<file path="config.mk">
export PLATFORM = sky130hd
export DESIGN_NAME = label_raster_stream_converter_top
export DESIGN_NICKNAME = d
export VERILOG_FILES = /design/src/rtl/core/lrsc_pkg.sv /design/src/rtl/core/lrsc_ram.sv /design/src/rtl/core/lrsc_front.sv /design/src/rtl/core/lrsc_queue.sv /design/src/rtl/core/lrsc_back.sv /design/src/rtl/core/label_raster_stream_converter_top.sv
export SDC_FILE = /design/constraint.sdc
export NUM_CORES = 2
export LEC_CHECK = 0
export ABC_CLOCK_PERIOD_IN_PS = 8000
export BUFFER_PORTS_ARGS = -buffer_cell sky130_fd_sc_hd__buf_4
export CELL_PAD_IN_SITES_DETAIL_PLACEMENT = 1
export CELL_PAD_IN_SITES_GLOBAL_PLACEMENT = 1
export CORE_MARGIN = 4
export CORE_UTILIZATION = 35
export DETAILED_ROUTE_END_ITERATION = 10
export PLACE_DENSITY = 0.64
export SLEW_MARGIN = 40
export SYNTH_ARGS = -nofsm -noshare
export SYNTH_HDL_FRONTEND = slang
export SYNTH_SLANG_ARGS = --single-unit
</file>
<file path="constraint.sdc">
create_clock -name aclk -period 8 [get_ports aclk]
set_clock_uncertainty 0.15 [all_clocks]
set_input_delay 0.8 -clock aclk [delete_from_list [all_inputs] [get_ports aclk]]
set_output_delay 0.8 -clock aclk [all_outputs]
set_load 0.02 [all_outputs]
</file>
<file path="src/rtl/core/lrsc_pkg.sv">
// Shared types, codes and helpers for the label raster stream converter.
`timescale 1ns / 1ps
package lrsc_pkg;

    localparam int LINE_STORE_BYTES_DEF = 64;
    localparam int QUEUE_DEPTH          = 4;

    // stream codes
    localparam logic [7:0] ESC_CODE = 8'd27;
    localparam logic [7:0] ETB_CODE = 8'd23;
    localparam logic [7:0] SYN_CODE = 8'd22;

    // command letters
    localparam logic [7:0] CH_B     = 8'h42;
    localparam logic [7:0] CH_D     = 8'h44;
    localparam logic [7:0] CH_Q     = 8'h51;
    localparam logic [7:0] CH_L     = 8'h4C;
    localparam logic [7:0] CH_W     = 8'h57;
    localparam logic [7:0] CH_F     = 8'h66;
    localparam logic [7:0] CH_R     = 8'h52;
    localparam logic [7:0] CH_E     = 8'h45;
    localparam logic [7:0] CH_A     = 8'h41;
    localparam logic [7:0] CH_LA    = 8'h61;
    localparam logic [7:0] CH_AT    = 8'h40;
    localparam logic [7:0] CH_STAR  = 8'h2A;
    localparam logic [7:0] CH_V     = 8'h56;
    localparam logic [7:0] CH_ONE   = 8'h31;
    localparam logic [7:0] SKIP_ONE = 8'h01;

    localparam logic [8:0]  NONE_SENT = 9'h1FF;
    localparam logic [11:0] POS_MAX   = 12'hFFF;

    // resample ratio 136/203
    localparam logic [8:0] RS_NUM = 9'd136;
    localparam logic [8:0] RS_DEN = 9'd203;

    typedef enum logic [3:0] {
        PS_IDLE, PS_CMD, PS_ARG_B, PS_ARG_D, PS_FWD, PS_RLE, PS_RAW
    } parse_state_t;

    typedef enum logic [2:0] {
        OP_ESC_CMD, OP_ARG, OP_BEGIN, OP_RLE, OP_RAW
    } job_op_t;

    typedef struct packed {
        job_op_t    op;
        logic [7:0] data;
        logic       fin;
    } job_t;

    typedef enum logic [3:0] {
        BS_IDLE, BS_ESC, BS_ARG, BS_PLACE, BS_FIN, BS_LOAD, BS_BIT, BS_TAIL,
        BS_DECIDE, BS_FSKIP, BS_SETB, BS_SETD, BS_SYN, BS_RD, BS_DATA
    } back_state_t;

    function automatic logic [7:0] flip8(input logic [7:0] v);
        logic [7:0] r;
        for (int i = 0; i < 8; i++) begin
            r[7 - i] = v[i];
        end
        return r;
    endfunction

endpackage

</file>
<file path="src/rtl/core/lrsc_ram.sv">
// Generic single-write, single-read RAM with registered read data.
`timescale 1ns / 1ps
module lrsc_ram #(
    parameter int WIDTH = 8,
    parameter int DEPTH = 64
) (
    input  logic                     aclk,
    input  logic                     we,
    input  logic [$clog2(DEPTH)-1:0] waddr,
    input  logic [WIDTH-1:0]         wdata,
    input  logic [$clog2(DEPTH)-1:0] raddr,
    output logic [WIDTH-1:0]         rdata
);
    logic [WIDTH-1:0] mem [DEPTH];

    always_ff @(posedge aclk) begin
        if (we) begin
            mem[waddr] <= wdata;
        end
        rdata <= mem[raddr];
    end
endmodule

</file>
<file path="src/rtl/core/lrsc_front.sv">
// Command parser: classifies input bytes and posts jobs to the back end.
`timescale 1ns / 1ps
module lrsc_front (
    input  logic          aclk,
    input  logic          aresetn,
    input  logic          in_valid,
    output logic          in_ready,
    input  logic [7:0]    in_data,
    input  logic          q_full,
    output logic          job_valid,
    output lrsc_pkg::job_t job
);
    import lrsc_pkg::*;

    parse_state_t state_reg, state_next;
    logic [1:0]   pend_reg, pend_next;
    logic [7:0]   tab_reg, tab_next;
    logic [7:0]   lb_reg, lb_next;
    logic [11:0]  prog_reg, prog_next;

    logic        accept;
    logic [11:0] prog_rle, prog_raw;
    logic        end_rle, end_raw, zero_len;
    logic [1:0]  pend_dec;

    assign in_ready = !q_full;
    assign accept   = in_valid && in_ready;
    assign prog_rle = prog_reg + {5'b0, in_data[6:0]} + 12'd1;
    assign prog_raw = prog_reg + 12'd1;
    assign end_rle  = prog_rle >= {1'b0, lb_reg, 3'b000};
    assign end_raw  = prog_raw >= {4'b0, lb_reg};
    assign zero_len = lb_reg == 8'd0;
    assign pend_dec = (pend_reg == 2'd0) ? 2'd0 : pend_reg - 2'd1;

    // next state
    always_comb begin
        state_next = state_reg;
        if (accept) begin
            unique case (state_reg)
                PS_CMD: begin
                    unique case (in_data) inside
                        CH_B:                     state_next = PS_ARG_B;
                        CH_D:                     state_next = PS_ARG_D;
                        CH_Q, CH_L, CH_W, CH_F,
                        CH_R:                     state_next = PS_FWD;
                        default:                  state_next = PS_IDLE;
                    endcase
                end
                PS_ARG_B, PS_ARG_D: state_next = PS_IDLE;
                PS_FWD:   if (pend_dec == 2'd0) state_next = PS_IDLE;
                PS_RLE:   if (end_rle) state_next = PS_IDLE;
                PS_RAW:   if (end_raw) state_next = PS_IDLE;
                default: begin
                    if (in_data == ESC_CODE) begin
                        state_next = PS_CMD;
                    end else if (in_data == ETB_CODE) begin
                        state_next = zero_len ? PS_IDLE : PS_RLE;
                    end else if (in_data == SYN_CODE) begin
                        state_next = zero_len ? PS_IDLE : PS_RAW;
                    end else begin
                        state_next = PS_IDLE;
                    end
                end
            endcase
        end
    end

    // job and settings
    always_comb begin
        pend_next = pend_reg;
        tab_next  = tab_reg;
        lb_next   = lb_reg;
        prog_next = prog_reg;
        job_valid = 1'b0;
        job.op    = OP_ARG;
        job.data  = in_data;
        job.fin   = 1'b0;
        if (accept) begin
            unique case (state_reg)
                PS_CMD: begin
                    unique case (in_data) inside
                        CH_Q, CH_L, CH_W, CH_F: begin
                            job_valid = 1'b1;
                            job.op    = OP_ESC_CMD;
                            pend_next = 2'd2;
                        end
                        CH_R: begin
                            job_valid = 1'b1;
                            job.op    = OP_ESC_CMD;
                            pend_next = 2'd1;
                        end
                        CH_E, CH_A, CH_LA, CH_AT, CH_STAR, CH_V: begin
                            job_valid = 1'b1;
                            job.op    = OP_ESC_CMD;
                        end
                        default: ;
                    endcase
                end
                PS_ARG_B: tab_next = in_data;
                PS_ARG_D: lb_next  = in_data;
                PS_FWD: begin
                    job_valid = 1'b1;
                    job.op    = OP_ARG;
                    pend_next = pend_dec;
                end
                PS_RLE: begin
                    job_valid = 1'b1;
                    job.op    = OP_RLE;
                    job.fin   = end_rle;
                    prog_next = prog_rle;
                end
                PS_RAW: begin
                    job_valid = 1'b1;
                    job.op    = OP_RAW;
                    job.fin   = end_raw;
                    prog_next = prog_raw;
                end
                default: begin
                    if (in_data == ETB_CODE || in_data == SYN_CODE) begin
                        job_valid = 1'b1;
                        job.op    = OP_BEGIN;
                        job.data  = tab_reg;
                        job.fin   = zero_len;
                        prog_next = 12'd0;
                    end
                end
            endcase
        end
    end

    always_ff @(posedge aclk) begin
        if (!aresetn) begin
            state_reg <= PS_IDLE;
            pend_reg  <= 2'd0;
            tab_reg   <= 8'd0;
            lb_reg    <= 8'd56;
            prog_reg  <= 12'd0;
        end else begin
            state_reg <= state_next;
            pend_reg  <= pend_next;
            tab_reg   <= tab_next;
            lb_reg    <= lb_next;
            prog_reg  <= prog_next;
        end
    end
endmodule

</file>
<file path="src/rtl/core/lrsc_queue.sv">
// Short job queue between the parser and the line engine.
`timescale 1ns / 1ps
module lrsc_queue (
    input  logic           aclk,
    input  logic           aresetn,
    input  logic           push,
    input  lrsc_pkg::job_t push_job,
    output logic           full,
    input  logic           pop,
    output logic           valid,
    output lrsc_pkg::job_t head
);
    import lrsc_pkg::*;

    localparam int PW = $clog2(QUEUE_DEPTH);
    localparam int CW = $clog2(QUEUE_DEPTH + 1);

    job_t          slots [QUEUE_DEPTH];
    logic [PW-1:0] wp_reg, rp_reg;
    logic [CW-1:0] cnt_reg;

    assign full  = cnt_reg == CW'(QUEUE_DEPTH);
    assign valid = cnt_reg != '0;
    assign head  = slots[rp_reg];

    always_ff @(posedge aclk) begin
        if (push) begin
            slots[wp_reg] <= push_job;
        end
    end

    always_ff @(posedge aclk) begin
        if (!aresetn) begin
            wp_reg  <= '0;
            rp_reg  <= '0;
            cnt_reg <= '0;
        end else begin
            if (push) wp_reg <= (wp_reg == PW'(QUEUE_DEPTH - 1)) ? '0 : wp_reg + 1'b1;
            if (pop)  rp_reg <= (rp_reg == PW'(QUEUE_DEPTH - 1)) ? '0 : rp_reg + 1'b1;
            if (push && !pop)      cnt_reg <= cnt_reg + 1'b1;
            else if (pop && !push) cnt_reg <= cnt_reg - 1'b1;
        end
    end
endmodule

</file>
<file path="src/rtl/core/lrsc_back.sv">
// Line engine: places raster bits, resamples, trims and emits output bytes.
`timescale 1ns / 1ps
module lrsc_back #(
    parameter int LINE_STORE_BYTES = lrsc_pkg::LINE_STORE_BYTES_DEF
) (
    input  logic           aclk,
    input  logic           aresetn,
    input  logic           q_valid,
    input  lrsc_pkg::job_t q_job,
    output logic           q_pop,
    output logic           m_tvalid,
    input  logic           m_tready,
    output logic [7:0]     m_tdata,
    output logic           m_tlast
);
    import lrsc_pkg::*;

    localparam int AW = $clog2(LINE_STORE_BYTES);
    localparam int SW = AW + 4;
    localparam logic [11:0] STORE_BITS = 12'(LINE_STORE_BYTES * 8);

    back_state_t state_reg, state_next;

    logic [7:0]    jdata_reg, jdata_next;
    logic          fin_reg, fin_next;
    logic [7:0]    tab_reg, tab_next;
    logic [11:0]   wpos_reg, wpos_next;
    logic [7:0]    acc_reg, acc_next;
    logic [7:0]    rem_reg, rem_next;
    logic [7:0]    sr_reg, sr_next;
    logic          fill_reg, fill_next;
    logic          raw_reg, raw_next;
    logic [SW-1:0] nbits_reg, nbits_next;
    logic [SW-1:0] src_reg, src_next;
    logic [7:0]    r_reg, r_next;
    logic [8:0]    d_reg, d_next;
    logic [7:0]    dacc_reg, dacc_next;
    logic          dpend_reg, dpend_next;
    logic [AW-1:0] db_reg, db_next;
    logic          nz_reg, nz_next;
    logic [AW-1:0] first_reg, first_next;
    logic [AW-1:0] last_reg, last_next;
    logic [AW-1:0] idx_reg, idx_next;
    logic [1:0]    phase_reg, phase_next;
    logic [8:0]    pskip_reg, pskip_next;
    logic [8:0]    pcount_reg, pcount_next;
    logic          ov_reg;
    logic [7:0]    od_reg;
    logic          ol_reg;

    // placement helpers
    logic [2:0]  o;
    logic [3:0]  room, k;
    logic        beyond, full_byte;
    logic [12:0] sum13;
    logic [7:0]  mask, rem_after;
    logic [2:0]  bitpos;

    // walk helpers
    logic [8:0]  bytes9;
    logic [AW:0] nbytes;
    logic [7:0]  sbyte, dacc_t;
    logic        taken, bitv, wrap;
    logic [8:0]  rs;
    logic [SW-1:0] src_inc;
    logic [AW:0] count;

    // memories
    logic          st_we, res_we;
    logic [AW-1:0] st_wa, res_wa;
    logic [7:0]    st_wd, res_wd, st_rd, res_rd;

    logic       out_can, emit_req, emit_en, emit_last;
    logic [7:0] emit_byte;

    assign out_can = !ov_reg || m_tready;
    assign q_pop   = (state_reg == BS_IDLE) && q_valid;

    always_comb begin
        o         = wpos_reg[2:0];
        room      = 4'd8 - {1'b0, o};
        k         = (rem_reg < {4'b0, room}) ? rem_reg[3:0] : room;
        beyond    = wpos_reg >= STORE_BITS;
        sum13     = {1'b0, wpos_reg} + {5'b0, rem_reg};
        rem_after = rem_reg - {4'b0, k};
        full_byte = ({1'b0, o} + k) == 4'd8;
        mask      = 8'd0;
        for (int t = 0; t < 8; t++) begin
            bitpos = o + 3'(t);
            if (4'(t) < k) begin
                mask[bitpos] = raw_reg ? sr_reg[7 - t] : fill_reg;
            end
        end
    end

    always_comb begin
        bytes9  = wpos_reg[11:3];
        nbytes  = (bytes9 > 9'(LINE_STORE_BYTES)) ? (AW + 1)'(LINE_STORE_BYTES)
                                                   : bytes9[AW:0];
        sbyte   = (8'(src_reg[SW-1:3]) >= tab_reg) ? st_rd : 8'd0;
        bitv    = sbyte[src_reg[2:0]];
        taken   = r_reg < RS_NUM[7:0];
        dacc_t  = dacc_reg | (8'(bitv) << d_reg[2:0]);
        rs      = {1'b0, r_reg} + RS_NUM;
        wrap    = rs >= RS_DEN;
        src_inc = src_reg + 1'b1;
        count   = {1'b0, last_reg} - {1'b0, first_reg} + 1'b1;
    end

    always_comb begin
        st_we  = (state_reg == BS_PLACE) && !beyond && full_byte;
        st_wa  = wpos_reg[3 +: AW];
        st_wd  = acc_reg | mask;
        res_we = 1'b0;
        res_wa = d_reg[3 +: AW];
        res_wd = dacc_t;
        if (state_reg == BS_BIT) begin
            res_we = taken && (d_reg[2:0] == 3'd7);
        end else if (state_reg == BS_TAIL) begin
            res_we = dpend_reg;
            res_wa = db_reg;
            res_wd = dacc_reg;
        end
    end

    lrsc_ram #(.WIDTH(8), .DEPTH(LINE_STORE_BYTES)) u_store (
        .aclk  (aclk),
        .we    (st_we),
        .waddr (st_wa),
        .wdata (st_wd),
        .raddr (src_reg[AW+2:3]),
        .rdata (st_rd)
    );

    lrsc_ram #(.WIDTH(8), .DEPTH(LINE_STORE_BYTES)) u_result (
        .aclk  (aclk),
        .we    (res_we),
        .waddr (res_wa),
        .wdata (res_wd),
        .raddr (idx_reg),
        .rdata (res_rd)
    );

    // next state
    always_comb begin
        state_next = state_reg;
        unique case (state_reg)
            BS_IDLE: begin
                if (q_valid) begin
                    unique case (q_job.op)
                        OP_ESC_CMD:      state_next = BS_ESC;
                        OP_ARG:          state_next = BS_ARG;
                        OP_BEGIN:        state_next = q_job.fin ? BS_FIN : BS_IDLE;
                        OP_RLE, OP_RAW:  state_next = BS_PLACE;
                        default:         state_next = BS_IDLE;
                    endcase
                end
            end
            BS_ESC:   if (out_can) state_next = BS_ARG;
            BS_ARG:   if (out_can) state_next = BS_IDLE;
            BS_PLACE: begin
                if (beyond || rem_after == 8'd0) begin
                    state_next = fin_reg ? BS_FIN : BS_IDLE;
                end
            end
            BS_FIN:   state_next = (nbytes == '0) ? BS_DECIDE : BS_LOAD;
            BS_LOAD:  state_next = BS_BIT;
            BS_BIT: begin
                if (src_inc == nbits_reg)       state_next = BS_TAIL;
                else if (src_inc[2:0] == 3'd0)  state_next = BS_LOAD;
            end
            BS_TAIL:  state_next = BS_DECIDE;
            BS_DECIDE: begin
                if (!nz_reg)                               state_next = BS_FSKIP;
                else if (9'(first_reg) != pskip_reg)       state_next = BS_SETB;
                else if (9'(count) != pcount_reg)          state_next = BS_SETD;
                else                                       state_next = BS_SYN;
            end
            BS_FSKIP: if (out_can && phase_reg == 2'd3) state_next = BS_IDLE;
            BS_SETB: begin
                if (out_can && phase_reg == 2'd2) begin
                    state_next = (9'(count) != pcount_reg) ? BS_SETD : BS_SYN;
                end
            end
            BS_SETD:  if (out_can && phase_reg == 2'd2) state_next = BS_SYN;
            BS_SYN:   if (out_can) state_next = BS_RD;
            BS_RD:    state_next = BS_DATA;
            BS_DATA: begin
                if (out_can) state_next = (idx_reg == last_reg) ? BS_IDLE : BS_RD;
            end
            default:  state_next = BS_IDLE;
        endcase
    end

    // datapath
    always_comb begin
        jdata_next  = jdata_reg;
        fin_next    = fin_reg;
        tab_next    = tab_reg;
        wpos_next   = wpos_reg;
        acc_next    = acc_reg;
        rem_next    = rem_reg;
        sr_next     = sr_reg;
        fill_next   = fill_reg;
        raw_next    = raw_reg;
        nbits_next  = nbits_reg;
        src_next    = src_reg;
        r_next      = r_reg;
        d_next      = d_reg;
        dacc_next   = dacc_reg;
        dpend_next  = dpend_reg;
        db_next     = db_reg;
        nz_next     = nz_reg;
        first_next  = first_reg;
        last_next   = last_reg;
        idx_next    = idx_reg;
        phase_next  = phase_reg;
        pskip_next  = pskip_reg;
        pcount_next = pcount_reg;
        unique case (state_reg)
            BS_IDLE: begin
                if (q_valid) begin
                    jdata_next = q_job.data;
                    fin_next   = q_job.fin;
                    case (q_job.op)
                        OP_BEGIN: begin
                            tab_next  = q_job.data;
                            wpos_next = {1'b0, q_job.data, 3'b000};
                            acc_next  = 8'd0;
                        end
                        OP_RLE: begin
                            rem_next  = {1'b0, q_job.data[6:0]} + 8'd1;
                            fill_next = q_job.data[7];
                            raw_next  = 1'b0;
                        end
                        OP_RAW: begin
                            rem_next = 8'd8;
                            sr_next  = q_job.data;
                            raw_next = 1'b1;
                        end
                        default: ;
                    endcase
                end
            end
            BS_PLACE: begin
                if (beyond) begin
                    wpos_next = (sum13 > {1'b0, POS_MAX}) ? POS_MAX : sum13[11:0];
                    rem_next  = 8'd0;
                end else begin
                    wpos_next = wpos_reg + 12'(k);
                    rem_next  = rem_after;
                    sr_next   = sr_reg << k;
                    acc_next  = full_byte ? 8'd0 : (acc_reg | mask);
                end
            end
            BS_FIN: begin
                nbits_next = {nbytes, 3'b000};
                src_next   = '0;
                r_next     = 8'd0;
                d_next     = 9'd0;
                dacc_next  = 8'd0;
                dpend_next = 1'b0;
                nz_next    = 1'b0;
            end
            BS_BIT: begin
                if (taken) begin
                    db_next = d_reg[3 +: AW];
                    if (d_reg[2:0] == 3'd7) begin
                        dacc_next  = 8'd0;
                        dpend_next = 1'b0;
                    end else begin
                        dacc_next  = dacc_t;
                        dpend_next = 1'b1;
                    end
                end
                r_next   = wrap ? 8'(rs - RS_DEN) : rs[7:0];
                d_next   = wrap ? d_reg + 9'd1 : d_reg;
                src_next = src_inc;
            end
            BS_DECIDE: phase_next = 2'd0;
            BS_FSKIP: if (out_can) phase_next = phase_reg + 2'd1;
            BS_SETB: begin
                if (out_can) begin
                    phase_next = phase_reg + 2'd1;
                    if (phase_reg == 2'd2) begin
                        pskip_next = 9'(first_reg);
                        phase_next = 2'd0;
                    end
                end
            end
            BS_SETD: begin
                if (out_can) begin
                    phase_next = phase_reg + 2'd1;
                    if (phase_reg == 2'd2) begin
                        pcount_next = 9'(count);
                        phase_next  = 2'd0;
                    end
                end
            end
            BS_SYN:  if (out_can) idx_next = first_reg;
            BS_DATA: if (out_can && idx_reg != last_reg) idx_next = idx_reg + 1'b1;
            default: ;
        endcase
        // trim bounds follow every nonzero result byte written
        if (res_we && res_wd != 8'd0) begin
            if (!nz_reg) first_next = res_wa;
            last_next = res_wa;
            nz_next   = 1'b1;
        end
    end

    // output byte selection
    always_comb begin
        emit_req  = 1'b0;
        emit_byte = ESC_CODE;
        emit_last = 1'b0;
        unique case (state_reg)
            BS_ESC: emit_req = 1'b1;
            BS_ARG: begin
                emit_req  = 1'b1;
                emit_byte = jdata_reg;
                emit_last = 1'b1;
            end
            BS_FSKIP: begin
                emit_req  = 1'b1;
                emit_last = phase_reg == 2'd3;
                case (phase_reg)
                    2'd0:    emit_byte = ESC_CODE;
                    2'd1:    emit_byte = CH_F;
                    2'd2:    emit_byte = CH_ONE;
                    default: emit_byte = SKIP_ONE;
                endcase
            end
            BS_SETB: begin
                emit_req = 1'b1;
                case (phase_reg)
                    2'd0:    emit_byte = ESC_CODE;
                    2'd1:    emit_byte = CH_B;
                    default: emit_byte = 8'(first_reg);
                endcase
            end
            BS_SETD: begin
                emit_req = 1'b1;
                case (phase_reg)
                    2'd0:    emit_byte = ESC_CODE;
                    2'd1:    emit_byte = CH_D;
                    default: emit_byte = 8'(count);
                endcase
            end
            BS_SYN: begin
                emit_req  = 1'b1;
                emit_byte = SYN_CODE;
            end
            BS_DATA: begin
                emit_req  = 1'b1;
                emit_byte = flip8(res_rd);
                emit_last = idx_reg == last_reg;
            end
            default: ;
        endcase
        emit_en = emit_req && out_can;
    end

    assign m_tvalid = ov_reg;
    assign m_tdata  = od_reg;
    assign m_tlast  = ol_reg;

    always_ff @(posedge aclk) begin
        if (!aresetn) begin
            state_reg  <= BS_IDLE;
            ov_reg     <= 1'b0;
            pskip_reg  <= NONE_SENT;
            pcount_reg <= NONE_SENT;
            nz_reg     <= 1'b0;
        end else begin
            state_reg  <= state_next;
            pskip_reg  <= pskip_next;
            pcount_reg <= pcount_next;
            nz_reg     <= nz_next;
            if (emit_en)       ov_reg <= 1'b1;
            else if (m_tready) ov_reg <= 1'b0;
        end
    end

    always_ff @(posedge aclk) begin
        if (emit_en) begin
            od_reg <= emit_byte;
            ol_reg <= emit_last;
        end
        jdata_reg <= jdata_next;
        fin_reg   <= fin_next;
        tab_reg   <= tab_next;
        wpos_reg  <= wpos_next;
        acc_reg   <= acc_next;
        rem_reg   <= rem_next;
        sr_reg    <= sr_next;
        fill_reg  <= fill_next;
        raw_reg   <= raw_next;
        nbits_reg <= nbits_next;
        src_reg   <= src_next;
        r_reg     <= r_next;
        d_reg     <= d_next;
        dacc_reg  <= dacc_next;
        dpend_reg <= dpend_next;
        db_reg    <= db_next;
        first_reg <= first_next;
        last_reg  <= last_next;
        idx_reg   <= idx_next;
        phase_reg <= phase_next;
    end
endmodule

</file>
<file path="src/rtl/core/label_raster_stream_converter_top.sv">
// Top level of the label raster stream converter.
//
//  channel | dir | tdata                | tuser | tlast
//  s_      | in  | [7:0] in_byte        | -     | -
//  m_      | out | [7:0] out_byte       | -     | last_of_run
//
// The parser takes one byte per cycle while its 4-entry job queue has room.
// The line engine takes each job from the queue while idle, emits each output
// byte of a forwarded command or argument, places a run or raw byte one store
// byte at a time (a 128-bit run touches up to 17), and at line end walks each
// stored byte bit by bit for the resample, then reads and emits each data byte.
// No clearing pass after reset: untouched store bytes are masked by the dot tab.
// Either side may stall on its own; the output register holds a transfer.
`timescale 1ns / 1ps
module label_raster_stream_converter_top #(
    parameter int LINE_STORE_BYTES = lrsc_pkg::LINE_STORE_BYTES_DEF
) (
    input  logic       aclk,
    input  logic       aresetn,
    input  logic       s_tvalid,
    output logic       s_tready,
    input  logic [7:0] s_tdata,   // [7:0] in_byte
    output logic       m_tvalid,
    input  logic       m_tready,
    output logic [7:0] m_tdata,   // [7:0] out_byte
    output logic       m_tlast    // last_of_run
);
    import lrsc_pkg::*;

    logic q_push, q_full, q_pop, q_valid;
    job_t push_job, head_job;

    // front: command parsing, dot tab and line length settings
    lrsc_front u_front (
        .aclk      (aclk),
        .aresetn   (aresetn),
        .in_valid  (s_tvalid),
        .in_ready  (s_tready),
        .in_data   (s_tdata),
        .q_full    (q_full),
        .job_valid (q_push),
        .job       (push_job)
    );

    lrsc_queue u_queue (
        .aclk     (aclk),
        .aresetn  (aresetn),
        .push     (q_push),
        .push_job (push_job),
        .full     (q_full),
        .pop      (q_pop),
        .valid    (q_valid),
        .head     (head_job)
    );

    // back: line placement, resample, trim and output
    lrsc_back #(.LINE_STORE_BYTES(LINE_STORE_BYTES)) u_back (
        .aclk     (aclk),
        .aresetn  (aresetn),
        .q_valid  (q_valid),
        .q_job    (head_job),
        .q_pop    (q_pop),
        .m_tvalid (m_tvalid),
        .m_tready (m_tready),
        .m_tdata  (m_tdata),
        .m_tlast  (m_tlast)
    );

`ifndef SYNTHESIS
    a_no_push_full: assert property (@(posedge aclk) disable iff (!aresetn)
        q_push |-> !q_full)
        else $error("job pushed into full queue");

    a_pop_valid: assert property (@(posedge aclk) disable iff (!aresetn)
        q_pop |-> q_valid)
        else $error("job popped from empty queue");

    a_ready_tracks_queue: assert property (@(posedge aclk) disable iff (!aresetn)
        (q_pop && !q_push) |=> s_tready)
        else $error("input stalled after a queue slot freed");
`endif
endmodule
</file>
==> results.sh <==
export IMPL_outcome="complete, no violations"
export IMPL_synth_edf_count=1205
export IMPL_critPathKind="reg -> reg"
export IMPL_htree_levels=4
export IMPL_dieArea_um2=165000
export IMPL_clk_latency_ps=770
export IMPL_post_cts_setup_buffer_count=0
export IMPL_via_count=30400
export IMPL_drtPass1Iterations=7
export IMPL_antenna_found_initial=1
export IMPL_cp_startpoint="u_back.wpos_reg[2]$_SDFFCE_PN0P_"
export IMPL_rows=146
export IMPL_layout_drive_gt1_share=0.204
export IMPL_finalMaxSlewViolations=0
export IMPL_gp_congestion=0.865
export IMPL_cap_violations=0
export IMPL_ys_flop_type="edfxtp_1"
export IMPL_pre_cts_ws_ps=1110
export IMPL_clockRootBuffer="clkbuf_16"
export IMPL_fill_cells=15600
export IMPL_avgSynthCellArea_um2=16.9
export IMPL_cts_buffers=139
export IMPL_synth_top_family_by_area="multiplexers"
export IMPL_cts_hold_buf=0
export IMPL_peakVddDrop_uv=201
export IMPL_layout_nets=3460
export IMPL_muxShareOfSynthArea=0.149
export IMPL_cts_resized=0
export IMPL_setup_viol=0
export IMPL_drt_iter0_drc=2265
export IMPL_gr_total_overflow=0
export IMPL_start_kind="flip-flop"
export IMPL_crit_path_end_kind="flip-flop"
export IMPL_start_util=0.352
export IMPL_most_common_layout_cells="edfxtp_1 (1,205), mux4_2 (350), nor2_1 (255), nand2_1 (176), clkbuf_16 (143)"
export IMPL_ant_nets=0
export IMPL_area_growth_pct=13.3
export IMPL_r2r_end="u_back.u_store.mem[61][6]$_DFFE_PP_"
export IMPL_grt_pass1_wl_um=213000
export IMPL_syn_inst=3301
export IMPL_path_clk_slew_ps=60
export IMPL_critical_path_endpoint="u_back.u_store.mem[61][6]$_DFFE_PP_"
export IMPL_worst_hold_path_type="in -> reg"
export IMPL_finalSetupTns_ps=0
export IMPL_grt_max_degree=73
export IMPL_reg_largest_list="u_back.u_result.mem: 512 flops, u_back.u_store.mem: 512 flops, u_queue.slots: 48 flops"
export IMPL_viasPerCell=5.48
export IMPL_period_share=0.833
export IMPL_yosysSeqAreaShare=0.679
export IMPL_netlist_area_um2=55600
export IMPL_p_per_area_nw_per_um2=273
export IMPL_worst_r2r_cell_count=14
export IMPL_grt_use_total=0.173
export IMPL_layout_commonest_cell="edfxtp_1"
export IMPL_synth_compound_area_frac=0.0556
export IMPL_numPortBuffers=22
export IMPL_p_leak_nw=20.0
export IMPL_ys_ff_latch=1284
export IMPL_reg2reg_from="u_back.wpos_reg[2]$_SDFFCE_PN0P_"
export IMPL_io_pins=23
export IMPL_post_synth_num_cell_types=91
export IMPL_synth_warnings=0
export IMPL_cts_max_path_buffers=3
export IMPL_max_slew_margin_rel=0.430
export IMPL_cp_data_arrival_time_ps=6900
export IMPL_r2r_setup_slack_ps=1340
export IMPL_setup_ws_ps=1340
export IMPL_dieWidth_um=407
export IMPL_wire_per_inst_um=25.7
export IMPL_max_freq_mhz=150
export IMPL_synthXorXnorAreaFrac=0.0158
export IMPL_grt_pass1_vias=31700
export IMPL_post_dp_hpwl_um=91500
export IMPL_drc=0
export IMPL_yosys_area_share_adder=0.0208
export IMPL_ys_async_sr_fraction=0
export IMPL_die_y_um=407
export IMPL_core_area_um2=158000
export IMPL_worstMarginPinSlew_ps=852
export IMPL_syn_nets=3402
export IMPL_required_ps=8240
export IMPL_cts_sinks=1284
export IMPL_fin_crit_ps=6660
export IMPL_synth_simple_area_share=0.0627
export IMPL_crit_fanout=20
export IMPL_cts_tree="built"
export IMPL_hold_viol=0
export IMPL_p_total_mw=17.2
export IMPL_rsz0062_at_grt="false"
export IMPL_wirelength_um=143000
-- power by group --
group          leakage (nW)  internal, mW  switching [mW]
Sequential             11.5          7.91           0.219
Clock                  2.17          3.57            2.72
Combinational          6.33         0.977            1.83
Total                  20.0          12.5            4.77
-- cells by family (layout without fill, tap and decap cells) --
family          count (synthesis)  after routing
mux                           392            392
compound gates                451            451
flops                        1284           1284
other cells                     0              1
xor+xnor                       99             99
fa+ha+maj                      89             89
simple gates                  742            742
buf+inv                       244            412
-- through the flow --
| step | hold slack [ps] | util | instance area [um^2] | instances |
|---|---|---|---|---|
| final | 253 | 0.398 | 63000 | 5542 |
| after global routing | 233 | 0.398 | 63000 | 5541 |
| after CTS | 189 | 0.397 | 62900 | 5537 |
| after detailed placement | 289 | 0.369 | 58400 | 5286 |
| after global placement | 278 | 0.368 | 58200 | 5282 |
| after floorplan | 266 | - | 55600 | 3301 |
-- Yosys cell counts (15+ instances only) --
master / number / area, um^2
nand2b_1: 15 / 93.8
o22ai_1: 21 / 131
or3_1: 19 / 119
a211oi_1: 15 / 113
o221ai_1: 19 / 166
nand3_1: 53 / 265
o211ai_1: 35 / 263
dfxtp_1: 79 / 1580
buf_1: 37 / 139
ha_1: 83 / 1040
inv_1: 76 / 285
mux4_2: 350 / 7880
nand2_1: 176 / 661
o21ai_0: 91 / 455
xnor2_1: 45 / 394
edfxtp_1: 1205 / 36200
and2_1: 18 / 113
mux2i_1: 39 / 390
nor3_1: 32 / 160
and3_1: 17 / 106
xor2_1: 53 / 464
a21oi_1: 94 / 470
clkbuf_1: 115 / 432
nor2_1: 284 / 1070
nor2b_1: 57 / 357
-- critical path: stages (launching register included) --
cell       delay (ps)
edfxtp_1          670
nor3_2            450
inv_1             280
ha_1              290
or4_4             580
a2111oi_2         490
nor2_2            210
inv_2             350
ha_1              300
a21o_1            180
a21oi_1           300
xnor2_1           240
nor4b_4           400
nand2_1           580
nor2_1            800
-- worst min-delay path by stage --
| stage | startpoint | cells after the start | endpoint | slack [ps] |
|---|---|---|---|---|
| 2_1_floorplan | u_back.pskip_reg[7]$_SDFFE_PN1P_ | 2 | u_back.pskip_reg[7]$_SDFFE_PN1P_ | 270 |
| 3_3_place_gp | u_back.pskip_reg[7]$_SDFFE_PN1P_ | 2 | u_back.pskip_reg[7]$_SDFFE_PN1P_ | 280 |
| 3_5_place_dp | u_back.pskip_reg[7]$_SDFFE_PN1P_ | 2 | u_back.pskip_reg[7]$_SDFFE_PN1P_ | 290 |
| 4_1_cts | s_tdata[0] | 3 | u_front.lb_reg[0]$_SDFFE_PN0P_ | 190 |
| 5_1_grt | s_tdata[5] | 3 | u_front.lb_reg[5]$_SDFFE_PN1P_ | 230 |
| 6_report | s_tdata[0] | 3 | u_front.lb_reg[0]$_SDFFE_PN0P_ | 250 |
-- final cells by class --
class / count / area, um^2 / share of cell area
antenna: 1 / 2.50 / 0.0000397
clock inverter: 75 / 761 / 0.0121
multi-input combinational: 1773 / 17100 / 0.271
timing repair buffer: 79 / 753 / 0.0120
sequential: 1284 / 37800 / 0.599
clock buffer: 176 / 3720 / 0.0591
tap: 2072 / 2590 / 0.0411
inverter: 82 / 310 / 0.00492
-- layer usage --
metal / up-vias / routed length (um) / GRT usage
met3: 198 / 7650 / 0.0299
li1: 13400 / - / -
met4: 0 / 3120 / 0.0458
met5: - / 0 / 0
met2: 852 / 69300 / 0.280
met1: 16000 / 62600 / 0.242
(Power assumes the default switching activity.)
